$ cat src/rtl/cpr_div.sv
// pipelined restoring divider, one quotient bit per stage, lanes share a sideband
module cpr_div #(
   parameter int QW = 32,
   parameter int DW = 7,
   parameter int LN = 1,
   parameter int SW = 1
) (
   input  logic                        clock,
   input  logic                        reset,
   input  logic                        en,
   input  logic                        in_valid,
   input  logic [LN-1:0][QW+DW-1:0]    in_num,
   input  logic [LN-1:0][DW-1:0]       in_den,
   input  logic [SW-1:0]               in_side,
   output logic                        out_valid,
   output logic [LN-1:0][QW-1:0]       out_quot,
   output logic [SW-1:0]               out_side
);

   logic [QW-1:0] valid_ff;
   logic [QW-1:0] valid_in;
   logic [SW-1:0] side_ff [QW];
   logic [SW-1:0] side_in [QW];
   logic [DW-1:0] rem_ff [QW][LN];
   logic [DW-1:0] rem_in [QW][LN];
   logic [DW-1:0] rem_cur [QW][LN];
   logic [DW-1:0] den_ff [QW][LN];
   logic [DW-1:0] den_in [QW][LN];
   // dividend bits leave at the top, quotient bits enter at the bottom
   logic [QW-1:0] acc_ff [QW][LN];
   logic [QW-1:0] acc_in [QW][LN];
   logic [QW-1:0] acc_cur [QW][LN];
   logic [DW:0]   trial [QW][LN];
   logic          take [QW][LN];

   for (genvar k = 0; k < QW; k++) begin : g_stage
      if (k == 0) begin : g_first
         assign valid_in[k] = in_valid;
         assign side_in[k] = in_side;
         for (genvar l = 0; l < LN; l++) begin : g_src
            assign rem_cur[k][l] = in_num[l][QW+DW-1:QW];
            assign acc_cur[k][l] = in_num[l][QW-1:0];
            assign den_in[k][l] = in_den[l];
         end
      end else begin : g_next
         assign valid_in[k] = valid_ff[k-1];
         assign side_in[k] = side_ff[k-1];
         for (genvar l = 0; l < LN; l++) begin : g_src
            assign rem_cur[k][l] = rem_ff[k-1][l];
            assign acc_cur[k][l] = acc_ff[k-1][l];
            assign den_in[k][l] = den_ff[k-1][l];
         end
      end
      for (genvar l = 0; l < LN; l++) begin : g_lane
         assign trial[k][l] = {rem_cur[k][l], acc_cur[k][l][QW-1]};
         assign take[k][l] = trial[k][l] >= {1'b0, den_in[k][l]};
         assign rem_in[k][l] = take[k][l] ? DW'(trial[k][l] - {1'b0, den_in[k][l]})
                                          : trial[k][l][DW-1:0];
         assign acc_in[k][l] = {acc_cur[k][l][QW-2:0], take[k][l]};
      end
   end

   always_ff @(posedge clock) begin
      if (reset) begin
         valid_ff <= '0;
      end else if (en) begin
         valid_ff <= valid_in;
      end
   end

   always_ff @(posedge clock) begin
      if (en) begin
         for (int k = 0; k < QW; k++) begin
            side_ff[k] <= side_in[k];
            for (int l = 0; l < LN; l++) begin
               rem_ff[k][l] <= rem_in[k][l];
               den_ff[k][l] <= den_in[k][l];
               acc_ff[k][l] <= acc_in[k][l];
            end
         end
      end
   end

   assign out_valid = valid_ff[QW-1];
   assign out_side = side_ff[QW-1];
   for (genvar l = 0; l < LN; l++) begin : g_out
      assign out_quot[l] = acc_ff[QW-1][l];
   end

endmodule
$ cat config.mk
export PLATFORM = sky130hd
export DESIGN_NAME = cpr_div
export DESIGN_NICKNAME = d
export VERILOG_FILES = /design/src/rtl/cpr_div.sv
export SDC_FILE = /design/constraint.sdc
export NUM_CORES = 1
export LEC_CHECK = 0
export BUFFER_PORTS_ARGS = -buffer_cell sky130_fd_sc_hd__buf_2
export CAP_MARGIN = 20
export CORE_ASPECT_RATIO = 1.5
export CORE_MARGIN = 2
export CORE_UTILIZATION = 32
export CTS_BUF_LIST = sky130_fd_sc_hd__clkbuf_4 sky130_fd_sc_hd__clkbuf_8
export DETAILED_ROUTE_END_ITERATION = 10
export PLACE_DENSITY = 0.58
export SYNTH_ARGS = -nofsm -noshare
export SYNTH_HDL_FRONTEND = slang
export SYNTH_SLANG_ARGS = --single-unit
$ cat constraint.sdc
create_clock -name clock -period 2.4 [get_ports clock]
set_input_delay 0.12 -clock clock [delete_from_list [all_inputs] [get_ports clock]]
set_output_delay 0.12 -clock clock [all_outputs]
set_load 0.03 [all_outputs]
==> summary by stage <==
Status
The run finished with clean final reports.

Synthesis
The fraction of registers with async set/reset is 0%. Sequential elements use between 70 and 80% of the synthesized area. A synthesized cell averages around 17 sq um. Yosys mapped a number of flops with a built-in enable equal to roughly 1500. In this run the cell area of the synthesized design comes to between 60000 and 70000 sq um. After synthesis the netlist holds a flip-flop and latch count of approximately 1500. The post-synth net total is roughly 3700. After technology mapping, the gate count stands at between 3000 and 4000. In the synthesized netlist the dominant register cell turns out to be sky130_fd_sc_hd__edfxtp_1.

The number of unique standard cell types used by synthesis is between 40 and 50. The Yosys warning count is 0.

Clock network
The clock net in this run drives a total of ~1500 sinks. The longest clock path from root to sink contains 3 buffers. The cell at the root of the clock tree is sky130_fd_sc_hd__clkbuf_8.

The H-tree was split into 4 levels. Clock latency on the worst-skew pair, taken at its later pin, is 940 ps. The clock-pin slew reported for the worst setup and hold paths after clock tree synthesis is ~70 ps. The number of buffers inserted during clock tree synthesis is between 200 and 250. TritonCTS built the clock tree.

Worst setup path
Traced cell by cell, the critical path runs through dlygate4sd3_1 -> buf_2 -> inv_1 -> ha_1 -> fa_2 -> nand2b_4 -> a21oi_4 -> nand3b_1 -> a311o_1 -> buf_12 -> mux2_4 -> dlygate4sd3_1. At the worst endpoint, the arrival time is ~3000 ps. The worst setup path category is in2reg. The slowest stage of the critical path belongs to the cell sky130_fd_sc_hd__dlygate4sd3_1. The slack of the worst reg-to-reg path is approximately 30 ps. Grouping stages by cell kind, the critical path spends the most delay in buffers and inverters. The critical path startpoint category is an input pin. The reg-to-reg critical path startpoint is den_ff[1][49].

By instance count, the cell type seen most on the critical path is sky130_fd_sc_hd__dlygate4sd3_1. Counting both buffers and inverters, the worst setup path holds a total of 5. The highest net fanout along the worst path is 8. The worst flop-to-flop path endpoint is rem_ff[1][60]. Counting cells, the worst reg-to-reg path comes to 8. The critical path endpoint category is a flop. The maximum cell stage delay along the critical path is about 560 ps. Data on the critical path is required at its endpoint by approximately 3000 ps.

Timing
The pin slew with the least headroom to its limit is roughly 560 ps. The fmax is approximately 0.42 GHz. The worst path uses approximately 100% of the clock period.

The final critical delay including setup and external delays is between 2000 and 2500 ps. In this run the tightest slew margin relative to its limit is 62.6%. The setup total negative slack is 0 ps.

Setup repair after global routing could not meet its margin everywhere. The number of max-slew violations in the final report is 0. Setup violations remaining at the end of the flow were counted as 0. The clock skew is about 43 ps. The final number of hold-violating endpoints was 0.

Floorplan
The number of top-level pins is 85. The die is roughly 530 um tall. The area of the core is ~190000 sq um. The floorplan has between 150 and 200 rows. The full die area is roughly 190000 sq um. The initial utilization of the core area, before any placement, comes to 32.2%. The overall die width is 358 um.

Final layout
Fill cells in the final layout number approximately 17000. Summing all flip-flop and latch instances after layout gives roughly 45000 sq um. The layout cell share with drive strength beyond 1 is 23.2%. The layout overhead on the synthesized area is 19.4%. For this run, the post-layout net count is 4331. The combined area of the multi-input logic cells is between 10000 and 15000 sq um.

Global routing
The first global-routing pass estimated 149000 um of wire. Global routing used approximately a tenth of the available tracks across all layers. The overall overflow remaining after global route is 0.

The number of antenna violations at the first check in global routing is 1. The number of global-route vias before repair is 31300. Entering global routing, the biggest net connects approximately 100 pins.

Hold path
The worst-case hold path end point is valid_ff[31]. Along the worst hold path, the cell count comes to 3. The worst hold-check path type is in2reg.

The worst hold path begins at reset.

Routing
The sum of routed wire length over all layers is slightly above 90000 um. After detailed routing, the number of vias per cell comes to ~4.5. The first routing iteration left roughly 1500 violations.

After detailed routing, the number of remaining DRC violations is 0. In this run the remaining antenna-violating nets after routing total 0. The first detailed-routing pass ran for 8 iterations. The number of vias after detailed routing is 29700. After detailed routing, the average wire length per cell comes to approximately 14 um.

Pwr
The combinational cell fraction of total power is 26.7%. The analysis attributes to cell leakage a power of approximately 27 nW. The fraction of power spent switching nets is between 20 and 30%.

The overall power consumption is roughly 77 mW. The clock network burns 28.1% of the power. The power density over cell area is 1080 nW/um^2. The share of total power in sequential cells is between 40 and 50%. The net switching power is roughly 21 mW. Across the VDD grid, the largest voltage drop is 0.651 mV.

The internal power of the cells is between 50 and 60 mW.

Placement
The routability-driven placement congestion ratio is approximately 0.82. Port buffering added 84 buffers. The post-DP HPWL is 58900 um.

Job
The number of maximum-capacitance constraint violations is 0.
-- repair_timing --
action	4_1_cts	5_1_grt
hold buffers	105	0
gates cloned	0	0
gates resized for setup	52	98
setup buffers	10	21
hold endpoints to repair	1393	0
setup endpoints to repair	135	183
pin swaps	13	36
-- cell families (layout without fill, tap and decap cells) --
family | Yosys count | count (layout) | synth area share [%]
AO/OA/AOI/OAI | 395 | 395 | 4.57
AND/OR/NAND/NOR | 612 | 612 | 5.33
multiplexers | 280 | 280 | 5.90
other | 0 | 1 | 0
flip-flops | 1522 | 1522 | 75.6
adder cells (fa/ha/maj) | 255 | 255 | 5.70
buffers and inverters | 345 | 1113 | 2.43
XOR/XNOR | 33 | 33 | 0.481
-- cells in the final DEF, fill, tap and decap left out, drive strengths merged, types with 2 or more instances in the layout --
master and n:
and3 21, o21a 31, a31oi 7, a21oi 108, dfxtp 32, a211o 22, nor2 260, nor2b 34
clkinv 72, mux2 155, nand4 31, xor2 2, nand3 25, nand3b 42, inv 328, nor3 55
buf 278, nand2b 40, fa 31, edfxtp 1490, nand2 43, a21o 3, bufinv 14, o31a 24
a311o 44, ha 224, xnor2 31, o21ai 105, o2111ai 43, nor4bb 8, o221ai 2, nor4 22
nor3b 29, dlygate4sd3 105, clkbuf 311, clkinvlp 5, a221oi 4, mux2i 125
-- per-layer routing --
metal | GRT usage (%) | share of wire, %
met5 | 0 | 0
met4 | 4.95 | 3.8
met3 | 2.55 | 4.1
met2 | 18.9 | 57
met1 | 8.98 | 35
-- flip-flops by register name (all words and copies together) (netlist names) --
signal,cells
side_ff,32
valid_ff,32
rem_ff,217
acc_ff,1024
den_ff,217
-- synth_stat cells, drive strengths merged (40+ instances only) --
cell | count | area share [%]
inv | 316 | 2.0
nor2 | 260 | 1.7
a311o | 44 | 0.73
nand3b | 42 | 0.53
nand2b | 40 | 0.42
ha | 224 | 4.7
a21oi | 108 | 0.90
mux2i | 125 | 2.1
o2111ai | 43 | 0.63
nor3 | 55 | 0.46
edfxtp | 1490 | 75
mux2 | 155 | 3.8
nand2 | 43 | 0.28
o21ai | 105 | 1.0
-- stage by stage --
stage               hold WS, ps  cell area [sq um]  setup slack [ps]  std cells  utilization, %
floorplan                   192              60000              97.3       3442               -
global placement            297              64900             -97.8       6110            34.8
detailed placement          298              64900              -123       6110            34.8
CTS                        61.9              71000              4.47       6639            38.1
global route                142              71700             -67.9       6661            38.5
finish                      198              71700              9.24       6661            38.5
-- tightest hold or removal path, stage by stage --
cell,delay [ps]
sky130_fd_sc_hd__dlygate4sd3_1,530
sky130_fd_sc_hd__buf_2,290
sky130_fd_sc_hd__nor2_1,150
-- final cells by class --
cell class                      instances  area share (%)
Antenna cell                            1         0.00349
Clock buffer                          311            5.24
Clock inverter                        103            1.39
Inverter                              316            1.65
Multi-Input combinational cell       1575            19.3
Sequential cell                      1522            63.3
Tap cell                             2450            4.28
Timing Repair Buffer                  383            4.79
-- worst max path at each step --
stage,startpoint,endpoint,slack [ps],cells after the start
detailed placement,den_ff[1][49],rem_ff[1][60],-120,8
global route,den_ff[1][91],rem_ff[1][103],-70,8
global placement,den_ff[1][7],rem_ff[1][18],-100,7
floorplan,den_ff[0][84],rem_ff[0][93],100,7
finish,in_num[31],rem_ff[0][6],9,12
CTS,den_ff[1][35],rem_ff[1][45],4,8
-- power groups by stage --
stage               Clock (mW)  Combinational (mW)  Sequential [mW]
floorplan                    0                14.6             35.0
global placement             0                18.6             35.5
detailed placement           0                19.2             35.6
CTS                       22.8                20.0             35.0
global route              23.9                22.6             35.3
finish                    21.7                20.7             35.0
No activity file was read; power rests on OpenSTA's default activity.
